===== src/hw/rtl/msat_pkg.sv =====
package msat_pkg;

  localparam int SLOTS  = 8;
  localparam int IDX_W  = (SLOTS > 1) ? $clog2(SLOTS) : 1;
  localparam int TIME_W = 23;
  localparam int TYPE_W = 8;

  // input tdata layout, lowest bit first
  localparam int EL_LSB     = 0;
  localparam int TYPE_LSB   = EL_LSB + TIME_W;
  localparam int PER_LSB    = TYPE_LSB + TYPE_W;
  localparam int DLY_LSB    = PER_LSB + 1;
  localparam int IN_FIELD_W = DLY_LSB + TIME_W;
  localparam int IN_DATA_W  = ((IN_FIELD_W + 7) / 8) * 8;
  localparam int OUT_DATA_W = ((TYPE_W + 7) / 8) * 8;

  localparam logic KIND_TICK = 1'b0;
  localparam logic KIND_PROG = 1'b1;

  // controller -> datapath
  typedef struct packed {
    logic load;        // capture the request, restart the scan
    logic prog_scan;   // compare one slot for a program request
    logic prog_apply;  // write the matched or free slot
    logic tick_step;   // age or fire one slot
    logic flush;       // hand out the held event as the last one
  } msat_cmd_t;

  // datapath -> controller
  typedef struct packed {
    logic idx_last;    // scan index sits on the last slot
    logic step_ok;     // tick step may complete this cycle
    logic flush_ok;    // held event gone or leaving now
  } msat_sts_t;

endpackage


===== src/hw/rtl/msat_ctrl.sv =====
module msat_ctrl (
  input  logic                clk,
  input  logic                rst_n,
  input  logic                in_tvalid,
  input  logic                in_kind,
  output logic                in_tready,
  output msat_pkg::msat_cmd_t cmd,
  input  msat_pkg::msat_sts_t sts
);
  import msat_pkg::*;

  typedef enum logic [4:0] {
    ST_IDLE   = 5'b00001,
    ST_PSCAN  = 5'b00010,
    ST_PAPPLY = 5'b00100,
    ST_TSCAN  = 5'b01000,
    ST_TFLUSH = 5'b10000
  } state_t;

  state_t state_r, state_nxt;

  assign in_tready = (state_r == ST_IDLE);

  always_comb begin
    state_nxt      = state_r;
    cmd            = '0;
    unique case (state_r)
      ST_IDLE: begin
        if (in_tvalid) begin
          cmd.load  = 1'b1;
          state_nxt = (in_kind == KIND_PROG) ? ST_PSCAN : ST_TSCAN;
        end
      end
      ST_PSCAN: begin
        cmd.prog_scan = 1'b1;
        if (sts.idx_last) state_nxt = ST_PAPPLY;
      end
      ST_PAPPLY: begin
        cmd.prog_apply = 1'b1;
        state_nxt      = ST_IDLE;
      end
      ST_TSCAN: begin
        cmd.tick_step = 1'b1;
        if (sts.step_ok && sts.idx_last) state_nxt = ST_TFLUSH;
      end
      ST_TFLUSH: begin
        cmd.flush = 1'b1;
        if (sts.flush_ok) state_nxt = ST_IDLE;
      end
      default: state_nxt = ST_IDLE;
    endcase
  end

  always_ff @(posedge clk) begin
    if (!rst_n) state_r <= ST_IDLE;
    else        state_r <= state_nxt;
  end

endmodule


===== src/hw/rtl/msat_dp.sv =====
module msat_dp (
  input  logic                                clk,
  input  logic                                rst_n,
  input  msat_pkg::msat_cmd_t                 cmd,
  output msat_pkg::msat_sts_t                 sts,
  input  logic [msat_pkg::IN_DATA_W-1:0]      in_tdata,
  output logic                                out_tvalid,
  input  logic                                out_tready,
  output logic [msat_pkg::OUT_DATA_W-1:0]     out_tdata,
  output logic                                out_tlast
);
  import msat_pkg::*;

  // slot table
  logic              used_r   [SLOTS];
  logic [TYPE_W-1:0] type_r   [SLOTS];
  logic              per_r    [SLOTS];
  logic [TIME_W-1:0] period_r [SLOTS];
  logic [TIME_W-1:0] rem_r    [SLOTS];

  // captured request
  logic [TIME_W-1:0] el_r, dly_r;
  logic [TYPE_W-1:0] typ_r;
  logic              prd_r;

  logic [IDX_W-1:0]  idx_r;
  logic              match_v_r, free_v_r;
  logic [IDX_W-1:0]  match_idx_r, free_idx_r;

  // event held back until we know whether it is the last one
  logic              pend_v_r;
  logic [TYPE_W-1:0] pend_type_r;

  logic              out_v_r, out_last_r;
  logic [TYPE_W-1:0] out_type_r;

  logic              cur_used, expire, out_free, tick_en, push_step, push_flush;
  logic [IDX_W-1:0]  wr_idx;
  logic              wr_used_en, wr_used_val, wr_rem_en, wr_all_en;
  logic [TIME_W-1:0] wr_rem_val;

  always_comb begin
    cur_used   = used_r[idx_r];
    expire     = cur_used && (rem_r[idx_r] <= el_r);
    out_free   = !out_v_r || out_tready;
    sts.idx_last = (idx_r == IDX_W'(SLOTS - 1));
    sts.step_ok  = !(expire && pend_v_r && !out_free);
    sts.flush_ok = !pend_v_r || out_free;
    tick_en    = cmd.tick_step && sts.step_ok;
    push_step  = tick_en && expire && pend_v_r;
    push_flush = cmd.flush && pend_v_r && out_free;
  end

  // single write port into the table
  always_comb begin
    wr_idx      = idx_r;
    wr_used_en  = 1'b0;
    wr_used_val = 1'b0;
    wr_rem_en   = 1'b0;
    wr_rem_val  = rem_r[idx_r] - el_r;
    wr_all_en   = 1'b0;
    if (cmd.prog_apply) begin
      wr_rem_val = dly_r;
      if (match_v_r) begin
        wr_idx = match_idx_r;
        if (dly_r == '0) wr_used_en = 1'b1;
        else             wr_rem_en  = 1'b1;
      end else if (free_v_r) begin
        wr_idx      = free_idx_r;
        wr_used_en  = 1'b1;
        wr_used_val = 1'b1;
        wr_all_en   = 1'b1;
      end
    end else if (tick_en && cur_used) begin
      if (!expire) begin
        wr_rem_en = 1'b1;
      end else if (per_r[idx_r]) begin
        wr_rem_en  = 1'b1;
        wr_rem_val = period_r[idx_r];
      end else begin
        wr_used_en = 1'b1;
      end
    end
  end

  always_ff @(posedge clk) begin
    if (!rst_n) begin
      for (int i = 0; i < SLOTS; i++) used_r[i] <= 1'b0;
    end else if (wr_used_en) begin
      used_r[wr_idx] <= wr_used_val;
    end
  end

  always_ff @(posedge clk) begin
    if (wr_rem_en || wr_all_en) rem_r[wr_idx] <= wr_rem_val;
    if (wr_all_en) begin
      type_r[wr_idx]   <= typ_r;
      per_r[wr_idx]    <= prd_r;
      period_r[wr_idx] <= dly_r;
    end
  end

  // request capture and scan bookkeeping
  always_ff @(posedge clk) begin
    if (cmd.load) begin
      el_r  <= in_tdata[EL_LSB +: TIME_W];
      typ_r <= in_tdata[TYPE_LSB +: TYPE_W];
      prd_r <= in_tdata[PER_LSB];
      dly_r <= in_tdata[DLY_LSB +: TIME_W];
    end
    if (cmd.prog_scan) begin
      if (cur_used && type_r[idx_r] == typ_r && !match_v_r) match_idx_r <= idx_r;
      if (!cur_used && !free_v_r) free_idx_r <= idx_r;
    end
    if (tick_en && expire) pend_type_r <= type_r[idx_r];
  end

  always_ff @(posedge clk) begin
    if (!rst_n) begin
      idx_r     <= '0;
      match_v_r <= 1'b0;
      free_v_r  <= 1'b0;
      pend_v_r  <= 1'b0;
    end else begin
      if (cmd.load) begin
        idx_r     <= '0;
        match_v_r <= 1'b0;
        free_v_r  <= 1'b0;
        pend_v_r  <= 1'b0;
      end else begin
        if (cmd.prog_scan || tick_en) idx_r <= idx_r + 1'b1;
        if (cmd.prog_scan && cur_used && type_r[idx_r] == typ_r) match_v_r <= 1'b1;
        if (cmd.prog_scan && !cur_used) free_v_r <= 1'b1;
        if (tick_en && expire)          pend_v_r <= 1'b1;
        else if (push_flush)            pend_v_r <= 1'b0;
      end
    end
  end

  // output register
  always_ff @(posedge clk) begin
    if (push_step || push_flush) begin
      out_type_r <= pend_type_r;
      out_last_r <= push_flush;
    end
  end

  always_ff @(posedge clk) begin
    if (!rst_n)                       out_v_r <= 1'b0;
    else if (push_step || push_flush) out_v_r <= 1'b1;
    else if (out_tready)              out_v_r <= 1'b0;
  end

  assign out_tvalid = out_v_r;
  assign out_tdata  = OUT_DATA_W'(out_type_r);
  assign out_tlast  = out_last_r;

endmodule


===== src/hw/rtl/multi_slot_alarm_timer.sv =====
// Eight-slot alarm timer.
// Input stream: one request per handshake. in_tuser is the kind: 0 = tick,
// 1 = program/cancel. A tick ages every busy slot by elapsed_time; a program
// request creates, reloads or (delay 0) cancels the alarm of its type.
// Output stream: one event per fired alarm, event type in out_tdata,
// out_tlast on the last event of a tick. A tick with no expiry gives nothing.
// Timing: the slot table is scanned one slot per cycle through a single
// compare/subtract unit, unless a tick scan is held by a stall. A program
// request is scanned, then applied, before in_tready rises again. A tick
// is scanned and then flushed, and lasts longer while the receiver stalls;
// events come out in slot order, each one after its slot is scanned, since
// it is held until the next expiry or the end of the scan decides its tlast.
// Stalls: a full output register holds the scan on the next expiry; the
// next request is taken while the last event still waits in the register.
// Reset (rst_n low, synchronous) frees all slots and empties the output.
module multi_slot_alarm_timer (
  input  logic                                 clk,
  input  logic                                 rst_n,
  input  logic                                 in_tvalid,
  output logic                                 in_tready,
  // elapsed_time[22:0], alarm_type[30:23], periodic[31], delay[54:32], pad
  input  logic [msat_pkg::IN_DATA_W-1:0]       in_tdata,
  // kind
  input  logic                                 in_tuser,
  output logic                                 out_tvalid,
  input  logic                                 out_tready,
  // event_type[7:0]
  output logic [msat_pkg::OUT_DATA_W-1:0]      out_tdata,
  output logic                                 out_tlast
);
  import msat_pkg::*;

  msat_cmd_t cmd;
  msat_sts_t sts;

  // sequencer: accept, scan, apply or flush
  msat_ctrl u_ctrl (
    .clk       (clk),
    .rst_n     (rst_n),
    .in_tvalid (in_tvalid),
    .in_kind   (in_tuser),
    .in_tready (in_tready),
    .cmd       (cmd),
    .sts       (sts)
  );

  // slot table, compare/subtract unit, output register
  msat_dp u_dp (
    .clk        (clk),
    .rst_n      (rst_n),
    .cmd        (cmd),
    .sts        (sts),
    .in_tdata   (in_tdata),
    .out_tvalid (out_tvalid),
    .out_tready (out_tready),
    .out_tdata  (out_tdata),
    .out_tlast  (out_tlast)
  );

endmodule

===== config.mk =====
export PLATFORM = sky130hd
export DESIGN_NAME = multi_slot_alarm_timer
export DESIGN_NICKNAME = d
export VERILOG_FILES = /design/src/hw/rtl/msat_pkg.sv /design/src/hw/rtl/msat_ctrl.sv /design/src/hw/rtl/msat_dp.sv /design/src/hw/rtl/multi_slot_alarm_timer.sv
export SDC_FILE = /design/constraint.sdc
export NUM_CORES = 1
export LEC_CHECK = 0
export ABC_AREA = 1
export BUFFER_PORTS_ARGS = -buffer_cell sky130_fd_sc_hd__buf_4
export CAP_MARGIN = 5
export CORE_ASPECT_RATIO = 0.7
export CORE_MARGIN = 2
export CORE_UTILIZATION = 30
export CTS_CLUSTER_DIAMETER = 120
export DETAILED_ROUTE_END_ITERATION = 7
export SLEW_MARGIN = 10
export SYNTH_ARGS = -nofsm -noshare
export SYNTH_HDL_FRONTEND = slang
export SYNTH_SLANG_ARGS = --single-unit

===== constraint.sdc =====
create_clock -name clk -period 5.1 [get_ports clk]
set_input_delay 0.765 -clock clk [delete_from_list [all_inputs] [get_ports clk]]
set_output_delay 0.765 -clock clk [all_outputs]
set_load 0.02 [all_outputs]

==> metrics, run 1 <==
Final Max Slew Viols 0; total detailed-routing wirelength approximately 57000 um; Mapped Area 22800 um^2; FP Rows between 80 and 90; number of library cell types mapped by synthesis 50; core area roughly 75000 um^2; clock tree from TritonCTS built; finished layout cell area between 20000 and 30000 um^2; layout cell share with drive strength beyond 1 0.115; top cells by area, synth edfxtp_1, nor2_1, o21ai_0; detail-routed net length per standard cell around 19 um; Overall Global Routing Usage 0.142; die outline area around 78000 um^2; kind of critical path register to register; crit path max fanout 46; number of remaining DRC errors 0; total power consumption of the routed design approximately 13 mW; global-route wire length before repair between 80000 and 90000 um; CTS Root Buffer Type clkbuf_16; Tmin final 4450 ps; transition time at the pin with the least slew margin about 1200 ps; worst rel slew slack 0.227; starting density of the core 0.303; worst hold path startpoint in_tdata[30]; fin nets 2079; number of synthesized flops with an enable pin roughly 520; unrepaired setup endpoints after global routing false; clock sinks 541; endpoint class of the critical path register; remaining antenna violation count after routing 0; max capacitance violation total 0; worst vdd rail ir drop between 200 and 300 uV; pin count of the biggest net entering global routing between 100 and 150; count of pins on the block boundary 72; DRC marker count from the first detailed-route iteration around 1.6k; proportion of synthesized chip area in sequential cells 0.703; Port Buffer Count 70; Hold Fails Final Rpt 0; Arr. time, crit path approximately 4700 ps; Worst setup SP type register; Syn Inst Count 1931; vias in the first global route ~14k; final weighted congestion in routability-driven placement approximately 0.87; sum of net half-perimeters after detailed placement ~35000 um; CTS buffer count 49; buffer count from post-CTS setup fixing 0; Clock Latency Late Sink roughly 600 ps; worst setup skew after layout a little over 30 ps; Synth area leader edfxtp_1; Yosys Warn Count 0; Die Height roughly 230 um; post-cts hold buffer count 0; final setup fails 0; Clock H-tree levels 2; most frequently used cell type in the post-synthesis netlist edfxtp_1; cell leakage power ~9.1 nW; data required time at the worst endpoint 5350 ps; crit share post-route 0.873; upper clock frequency limit 0.225 GHz; synthesis-stage register bit count 541; most frequent cells after synthesis edfxtp_1, nor2_1, o21ai_0, nand2_1, inv_1; Post-Layout Cell Count 3019; buffer levels on the longest clock path 3; via count of the routed design 14.8k; result of the run finished, final reports clean; DRT Pass-1 Iters 5; Area growth syn-to-layout 15.0%; initial antenna violation count 1; final sum of negative setup slack 0 ps; Remaining Overflow, GRT 0; average size of a mapped cell about 12 um^2; instance count after placement with tap cells included around 2.9k; vias per std cell about 4.9; main flop type after synthesis edfxtp_1; power per standard cell area between 500 and 600 nW/um^2; Worst Hold Slack roughly 330 ps; Hold/Removal Path Class primary input to register; placement-stage cell area around 25000 um^2; total nets after synthesis 2018; Horiz. Die Dim about 330 um; Antenna Cells 0; # resized after CTS 0; fraction of synthesis flops using an asynchronous set or reset pin 0; clock-pin slew on the worst setup and hold paths 60 ps; top-area cell type share of the netlist area 0.683
[cells in the final DEF (no fill, tap or decap), types with 8 or more instances in the layout]
cell,count
o221ai_1,24
nor2_4,10
xor2_1,14
nand4_1,8
a21oi_1,34
a31oi_1,23
nand3_1,49
o21ai_0,251
clkinv_1,10
dfxtp_1,21
clkbuf_1,8
buf_12,10
clkinv_2,11
edfxtp_1,518
inv_1,114
clkbuf_16,49
o21ai_1,24
buf_4,97
nand2_1,238
a21oi_2,9
o22ai_1,59
ha_1,25
nor2_1,346
[report_power, final]
part	internal [mW]	switching, mW	total, mW
Combinational	0.977	2.62	3.60
Sequential	5.86	0.242	6.10
Clock	2.09	1.66	3.75
[cell type report]
| class | instances | area, um^2 |
|---|---|---|
| fill | 7274 | 49000 |
| sequential | 541 | 16000 |
| multi-input combinational | 1172 | 5920 |
| clock buffer | 57 | 1260 |
| tap | 989 | 1240 |
| timing repair buffer | 107 | 928 |
| inverter | 121 | 462 |
| clock inverter | 32 | 360 |
[critical path: stages (launching register included)]
cell and delay (ps):
dfxtp_4 440, inv_2 90, buf_4 470, o21ai_0 180
o22ai_1 180, nor2_1 60, a31oi_1 230, ha_1 350
a21oi_2 180, nand2_1 110, nand2_1 90, nand2_2 90
nand2_1 80, nand3_1 90, nand2_2 260, nand4_4 190
nor2_4 180, buf_4 340, nand2_1 90, o211ai_1 90
nand2_1 260
[metrics by stage]
step / setup WS (ps) / util
after floorplan: 57.3 / -
after global placement: 780 / 0.327
after detailed placement: 719 / 0.327
after CTS: 693 / 0.348
after global routing: 295 / 0.348
final: 647 / 0.348
[logic make-up after synthesis]
logic type | synth area share
buf+inv | 0.0408
compound gates | 0.112
xor+xnor | 0.00769
flops | 0.703
simple gates | 0.122
fa+ha+maj | 0.0146
[state kept, by name (all words and copies together), names as in the netlist, 3 cells and up, named ones only]
register          count
u_ctrl.state_r        5
u_dp.typ_r            8
u_dp.match_idx_r      3
u_dp.per_r            8
u_dp.used_r           8
u_dp.free_idx_r       3
u_dp.period_r       184
u_dp.pend_type_r      8
u_dp.idx_r            3
u_dp.rem_r          184
u_dp.el_r            23
u_dp.out_tdata        8
u_dp.dly_r           23
u_dp.type_r          64
[layer usage]
layer / routed length (um) / global-route usage
met1: 26500 / 0.206
met2: 24700 / 0.217
met3: 4610 / 0.0336
met4: 845 / 0.0283
met5: 10 / 0
[path summary, 6_finish.rpt]
kind / endpoint / slack [ps] / depth (start not counted)
setup / recovery: u_dp.rem_r[6][20]$_DFFE_PP_ / 650 / 20
hold / removal: u_dp.typ_r[7]$_DFFE_PP_ / 330 / 1
setup reg to reg: u_dp.rem_r[6][20]$_DFFE_PP_ / 650 / 20
hold reg to reg: u_dp.out_tdata[5]$_DFFE_PP_ / 430 / 0
No activity file was read; power rests on OpenSTA's default activity.
==> inputs of run 2 (changes only) <==
--- a/config.mk
+++ b/config.mk
@@ -5,14 +5,15 @@
 export SDC_FILE = /design/constraint.sdc
 export NUM_CORES = 1
 export LEC_CHECK = 0
-export ABC_AREA = 1
+export ABC_AREA = 0
 export BUFFER_PORTS_ARGS = -buffer_cell sky130_fd_sc_hd__buf_4
 export CAP_MARGIN = 5
 export CORE_ASPECT_RATIO = 0.7
 export CORE_MARGIN = 2
-export CORE_UTILIZATION = 30
+export CORE_UTILIZATION = 39
 export CTS_CLUSTER_DIAMETER = 120
 export DETAILED_ROUTE_END_ITERATION = 7
+export PLACE_DENSITY = 0.52
 export SLEW_MARGIN = 10
 export SYNTH_ARGS = -nofsm -noshare
 export SYNTH_HDL_FRONTEND = slang
==> run 2 against run 1 <==
  * Sequential power is 6.6% lower
  * Power is 16% lower
  * Synthesized area is 3.2% lower
  * Fmax is 12% lower
  * Largest power group unchanged
==> metrics, run 2 <==
result of the run finished, final reports clean; vias per std cell 5.40 (+9.9%); main flop type after synthesis edfxtp_1; largest registers u_dp.period_r x184, u_dp.rem_r x184, u_dp.type_r x64; fraction of synthesis flops using an asynchronous set or reset pin 0 (unchanged); cell with the biggest individual delay on the critical path nor2_2; final setup fails 0 (unchanged); core area 55600 um^2 (-26%); multiplexer area fraction after synthesis 0.138 (+0.138); CTS buffer count 53 (+8.2%); power per standard cell area 435 nW/um^2 (-15%); Remaining Overflow, GRT 0 (unchanged); Hold Fails Final Rpt 0 (unchanged); Worst setup SP type register; initial antenna violation count 0 (-1); Clock H-tree levels 2 (unchanged); Overall Global Routing Usage 0.178 (+0.0359); Hold/Removal Path Class primary input to register; reg-to-reg setup timing slack 60 ps (-590 ps); Seq pwr share 0.507 (+0.053); vias in the first global route 11.7k (-18%); cell type with the highest occurrence count on the critical path buf_12; Synth area leader edfxtp_1; most used cells in the layout excluding fill and tap cells edfxtp_1, buf_4, mux4_2; fraction of the mapped netlist area in adder cells 0.0151 (+0.000479); combinational family with the most area after synthesis multiplexers; total detailed-routing wirelength 51100 um (-9.6%); top cells by area, synth edfxtp_1, mux4_2, dfxtp_1; fin nets 1414 (-32%); final weighted congestion in routability-driven placement 0.871 (about the same); transition time at the pin with the least slew margin 1070 ps (-82.4 ps); buffer count from post-CTS setup fixing 0 (unchanged); number of synthesized flops with an enable pin 518 (unchanged); Die Height 203 um (-13%); Worst Hold Slack 324 ps (-3.25 ps); internal power consumption 8.30 mW (-6.9%); Post-Layout Cell Count 2110 (-30%); kind of critical path register to register; data required time at the worst endpoint 5400 ps (+50 ps); number of remaining DRC errors 0 (unchanged); leading cell type in the layout, fill and taps excluded edfxtp_1; Port Buffer Count 70 (unchanged); worst setup skew after layout 29.4 ps (-1.25 ps); DRC marker count from the first detailed-route iteration 999 (-37%); max capacitance violation total 0 (unchanged); layout cell share with drive strength beyond 1 0.297 (+0.182); Yosys Warn Count 0 (unchanged); number of library cell types mapped by synthesis 62 (+24%); Sw Share 0.262 (-0.0751); sum of net half-perimeters after detailed placement 33100 um (-4.2%); worst r2r path cells 15 (-25%); Final Max Slew Viols 0 (unchanged); remaining antenna violation count after routing 0 (unchanged); count of pins on the block boundary 72 (unchanged); end point of the critical path u_dp.rem_r[4][15]$_DFFE_PP_; fraction of the mapped netlist area in simple logic gates 0.0474 (-0.0741); post-synthesis compound-gate area fraction 0.0463 (-0.0656); Area growth syn-to-layout 17.1%; proportion of power drawn by the clock network 0.339 (+0.060); die outline area 58500 um^2 (-25%); FP Rows 72 (-14%); total net switching power 2.94 mW (-35%); crit path max fanout 13 (-72%); most frequently used cell type in the post-synthesis netlist edfxtp_1; instance count after placement with tap cells included 2012 (-31%); clock tree from TritonCTS built; crit share post-route 0.989 (+0.116); share of the synthesized netlist area taken by xor and xnor gates 0.00874 (+0.00105); worst vdd rail ir drop 246 uV (-18%); clock sinks 541 (unchanged); sum of buffers and inverters on the critical path 4 (+1); end of the worst register-to-register path u_dp.rem_r[4][15]$_DFFE_PP_; Arr. time, crit path 5340 ps (+640 ps); via count of the routed design 11.4k (-23%); DRT Pass-1 Iters 5 (unchanged); average size of a mapped cell 18.7 um^2 (+58%); Syn Inst Count 1181 (-39%); depth of the critical timing path with buffers and inverters included 15 (-25%); clock-pin slew on the worst setup and hold paths 60 ps (about the same); worst rel slew slack 0.286 (+0.0586); CTS Root Buffer Type clkbuf_16; starting density of the core 0.397 (+0.0937); buffer levels on the longest clock path 3 (unchanged); proportion of synthesized chip area in sequential cells 0.726 (+0.0230); Tmin final 5040 ps (+591 ps); global-route wire length before repair 76400 um (-10%); Hold Path Depth 1 (unchanged); synthesis-stage register bit count 541 (unchanged); total nets after synthesis 1268 (-37%); list of cells traversed by the critical path buf_12 -> buf_12 -> mux4_2 -> mux2_2 -> ha_1 -> nand2_1 -> o21ai_0 -> a21oi_1 -> o31ai_1 -> buf_4 -> o211a_4 -> o31ai_1 -> o311a_1 -> nor2_2 -> buf_12; most frequent cells after synthesis edfxtp_1, mux4_2, nor2_1; Antenna Cells 0 (unchanged); Clock Latency Late Sink 610 ps (about the same); Comb power frac 0.154 (-0.114); Mapped Area 22000 um^2 (-3.2%); unrepaired setup endpoints after global routing true; biggest cell delay along the critical path 850 ps (+380 ps); pin count of the biggest net entering global routing 57 (-45%); Horiz. Die Dim 288 um (-14%); top-area cell type share of the netlist area 0.706 (+0.0224); detail-routed net length per standard cell 24.2 um (+29%); cell leakage power 8.29 nW (-9.3%); endpoint class of the critical path register; kind of cell adding the most delay to the critical path compound AO/OA/AOI/OAI gates; upper clock frequency limit 0.198 GHz (-12%)
run 2: per-stage QoR:
stage | setup TNS [ps] | utilization | setup slack (ps) | instance area (um^2) | power (mW)
2_1_floorplan | -55830 | - | -305 | 22000 | 6.81
3_3_place_gp | 0 | 0.434 | 79.7 | 24100 | 7.50
3_5_place_dp | 0 | 0.434 | 75.2 | 24100 | 7.53
4_1_cts | 0 | 0.464 | 42.5 | 25800 | 11.4
5_1_grt | -8330 | 0.465 | -149 | 25800 | 11.7
6_report | 0 | 0.465 | 56.8 | 25800 | 11.2
run 2: power groups by stage:
| stage | Clock [mW] | Sequential [mW] | Combinational [mW] |
|---|---|---|---|
| final | 3.81 | 5.70 | 1.74 |
| after global routing | 4.09 | 5.73 | 1.91 |
| after CTS | 3.91 | 5.71 | 1.74 |
| after detailed placement | 0 | 5.80 | 1.73 |
| after global placement | 0 | 5.79 | 1.70 |
| after floorplan | 0 | 5.67 | 1.13 |
run 2: worst reg2reg max path, delay by kind of cell (launching register included):
family,cells,cell delay [ps]
AO/OA/AOI/OAI,6,1200
adder cells (fa/ha/maj),1,400
buffers and inverters,4,850
flip-flops,1,540
multiplexers,2,800
AND/OR/NAND/NOR,2,940
run 2: logic make-up after synthesis:
family	count (synthesis)
and+or+nand+nor	202
DFF	541
muxes	160
xor gates and xnor gates	22
buffers and inverters	83
AOI/OAI and AO/OA	147
adders and majority gates	26
run 2: area by class of cell:
class | count | area (um^2)
Fill cell | 4713 | 29800
Sequential cell | 541 | 16000
Multi-Input combinational cell | 557 | 5760
Clock buffer | 64 | 1390
Timing Repair Buffer | 136 | 1280
Tap cell | 740 | 926
Clock inverter | 34 | 295
Inverter | 38 | 143
run 2: layer usage:
| metal | global-route usage | part of all wire |
|---|---|---|
| met4 | 0.0416 | 0.017 |
| met2 | 0.270 | 0.45 |
| met5 | 0 | 0 |
| met1 | 0.268 | 0.48 |
| met3 | 0.0321 | 0.049 |
run 2: how the worst min path moves through the flow:
stage | from | endpoint
floorplan | u_dp.pend_type_r[0]$_DFFE_PP_ | u_dp.out_tdata[0]$_DFFE_PP_
global route | in_tdata[33] | u_dp.dly_r[1]$_DFFE_PP_
finish | in_tdata[23] | u_dp.typ_r[0]$_DFFE_PP_
global placement | u_dp.pend_type_r[0]$_DFFE_PP_ | u_dp.out_tdata[0]$_DFFE_PP_
CTS | in_tdata[30] | u_dp.typ_r[7]$_DFFE_PP_
detailed placement | u_dp.pend_type_r[6]$_DFFE_PP_ | u_dp.out_tdata[6]$_DFFE_PP_
run 2: what timing repair did:
item	4_1_cts	5_1_grt
gates resized for setup	0	7
hold buffers	0	0
endpoints found under the setup margin	0	134
==> inputs of run 3 (changes only) <==
--- a/config.mk
+++ b/config.mk
@@ -6,14 +6,15 @@
 export NUM_CORES = 1
 export LEC_CHECK = 0
 export ABC_AREA = 0
-export BUFFER_PORTS_ARGS = -buffer_cell sky130_fd_sc_hd__buf_4
 export CAP_MARGIN = 5
 export CORE_ASPECT_RATIO = 0.7
 export CORE_MARGIN = 2
 export CORE_UTILIZATION = 39
 export CTS_CLUSTER_DIAMETER = 120
+export CTS_CLUSTER_SIZE = 10
 export DETAILED_ROUTE_END_ITERATION = 7
-export PLACE_DENSITY = 0.52
+export DONT_BUFFER_PORTS = 1
+export PLACE_DENSITY = 0.51
 export SLEW_MARGIN = 10
 export SYNTH_ARGS = -nofsm -noshare
 export SYNTH_HDL_FRONTEND = slang
==> run 3 against run 2 <==
  * Combinational power fell by 4%
  * Die area did not move
  * Highest routed layer unchanged
  * Global-route usage barely moved
==> metrics, run 3 (same netlist as run 2, synthesis figures left out) <==
max capacitance violation total 0 (unchanged); cell leakage power 7.84 nW (-5.4%); vias in the first global route 11.5k (-1.6%); final weighted congestion in routability-driven placement 0.851 (-2.4%); detail-routed net length per standard cell 25.4 um (+4.6%); upper clock frequency limit 0.215 GHz (+8.3%); Hold Fails Final Rpt 0 (unchanged); area used by multi-input combinational logic 5750 um^2 (-0.20%); Hold/Removal Path Class primary input to register; final setup fails 0 (unchanged); Overall Global Routing Usage 0.178 (-0.000298); Final Max Slew Viols 0 (unchanged); kind of critical path register to register; endpoint class of the critical path register; cell type with the highest occurrence count on the critical path buf_12; pin count of the biggest net entering global routing 57 (unchanged); Antenna Cells 0 (unchanged); list of cells traversed by the critical path buf_12 -> mux4_2 -> mux2_2 -> ha_1 -> inv_1 -> nor4_1 -> nand4_1 -> o21a_1 -> nand2b_4 -> nor4_4 -> buf_12 -> o211ai_1 -> a31oi_1 -> buf_4; vias per std cell 5.52 (+2.3%); FP Rows 72 (unchanged); uppermost layer routed met4; total routed wire length on the met1 layer 24600 um (-0.13%); worst setup skew after layout 23.9 ps (-5.51 ps); sum of buffers and inverters on the critical path 4 (unchanged); clock-pin slew on the worst setup and hold paths 60 ps (about the same); Clock Latency Late Sink 620 ps (about the same); worst r2r path cells 14 (-1); power per standard cell area 444 nW/um^2 (+2.0%); global-route wire length before repair 75600 um (-1.0%); crit share post-route 0.913 (-0.0760); clock tree from TritonCTS built; worst hold path startpoint in_tdata[28]; transition time at the pin with the least slew margin 993 ps (-78.2 ps); starting density of the core 0.397 (unchanged); remaining antenna violation count after routing 0 (unchanged); initial antenna violation count 0 (unchanged); end of the worst register-to-register path u_dp.rem_r[2][3]$_DFFE_PP_; worst vdd rail ir drop 266 uV (+8.1%); Clock H-tree levels 2 (unchanged); clock sinks 541 (unchanged); layout cell share with drive strength beyond 1 0.246 (-0.0516); placement-stage cell area 23400 um^2 (-2.8%); reg-to-reg setup timing slack 440 ps (+390 ps); Tmin final 4660 ps (-388 ps); cell with the biggest individual delay on the critical path mux4_2; die outline area 58500 um^2 (unchanged); Area growth syn-to-layout 13.9%; biggest cell delay along the critical path 530 ps (-320 ps); Port Buffer Count 0 (-100%); routed wl met3 2710 um (+8.7%); sum of net half-perimeters after detailed placement 31800 um (-3.8%); final setup slack of the worst path 444 ps (+388 ps); most used cells in the layout excluding fill and tap cells edfxtp_1, mux4_2, clkbuf_16; finished layout cell area 25100 um^2 (-2.8%); CTS buffer count 60 (+13%); Arr. time, crit path 5130 ps (-210 ps); register area 16000 um^2 (unchanged); count of pins on the block boundary 72 (unchanged); DRC marker count from the first detailed-route iteration 942 (-5.7%); crit path max fanout 24 (+11); unrepaired setup endpoints after global routing false; metal2 WL 22900 um (-1.0%); number of remaining DRC errors 0 (unchanged); worst rel slew slack 0.336 (+0.0505); Remaining Overflow, GRT 0 (unchanged); total power consumption of the routed design 11.2 mW (-0.77%); leading cell type in the layout, fill and taps excluded edfxtp_1; CTS Root Buffer Type clkbuf_16; result of the run finished, final reports clean; via count of the routed design 11.2k (-2.1%); DRT Pass-1 Iters 7 (+2); Setup Slack @ Placement 269 ps (+194 ps); kind of cell adding the most delay to the critical path simple AND/OR/NAND/NOR gates; Die Height 203 um (unchanged); Fillers 4726 (+0.28%); buffer count from post-CTS setup fixing 0 (unchanged); Hold Path Sink u_dp.typ_r[5]$_DFFE_PP_; Hold Path Depth 0 (-1); data required time at the worst endpoint 5570 ps (+170 ps); total detailed-routing wirelength 51200 um (+0.13%); Worst setup SP type register; Horiz. Die Dim 288 um (unchanged); largest registers u_dp.period_r x184, u_dp.rem_r x184, u_dp.type_r x64; buffer levels on the longest clock path 3 (unchanged); core area 55600 um^2 (unchanged); fin nets 1340 (-5.2%)
==> run 3: power by group <==
part | leakage, nW | switching, mW | internal (mW)
registers | 4.86 | 0.244 | 5.47
logic | 2.18 | 1.02 | 0.648
clock network | 0.793 | 1.64 | 2.14
total | 7.84 | 2.90 | 8.25
==> run 3: per-stage QoR <==
stage / TNS, ps / hold slack [ps] / instances / utilization
2_1_floorplan: -55830 / 400 / 1181 / -
3_3_place_gp: 0 / 407 / 1930 / 0.422
3_5_place_dp: 0 / 405 / 1930 / 0.422
4_1_cts: 0 / 186 / 2018 / 0.451
5_1_grt: 0 / 204 / 2019 / 0.452
6_report: 0 / 236 / 2019 / 0.452
==> run 3: cell type report <==
type	count	area share
Tap cell	740	0.0369
Clock buffer	84	0.0634
Sequential cell	541	0.638
Multi-Input combinational cell	557	0.229
Timing Repair Buffer	55	0.0248
Clock inverter	4	0.00214
Inverter	38	0.00568
==> run 3: repair_timing <==
item / in CTS / in global routing
hold buffers: 0 / 0
endpoints found under the setup margin: 0 / 38
resized for setup: 0 / 5
==> run 3: worst max path at each step <==
stage               startpoint                          to  slack, ps  cells after the start
finish                register  u_dp.rem_r[2][3]$_DFFE_PP_        440                     14
global route          register  u_dp.rem_r[2][8]$_DFFE_PP_         60                     13
CTS                   register  u_dp.rem_r[7][0]$_DFFE_PP_        240                     13
detailed placement    register  u_dp.rem_r[5][0]$_DFFE_PP_        270                     13
global placement      register  u_dp.rem_r[6][0]$_DFFE_PP_        330                     13
floorplan             register  u_dp.rem_r[3][0]$_DFFE_PP_       -310                     17
==> run 3: layer usage <==
layer | vias to the layer above | GRT usage
met4 | 0 | 0.0450
met3 | 77 | 0.0304
met5 | - | 0
met2 | 311 | 0.265
met1 | 5829 | 0.271
li1 | 4934 | -
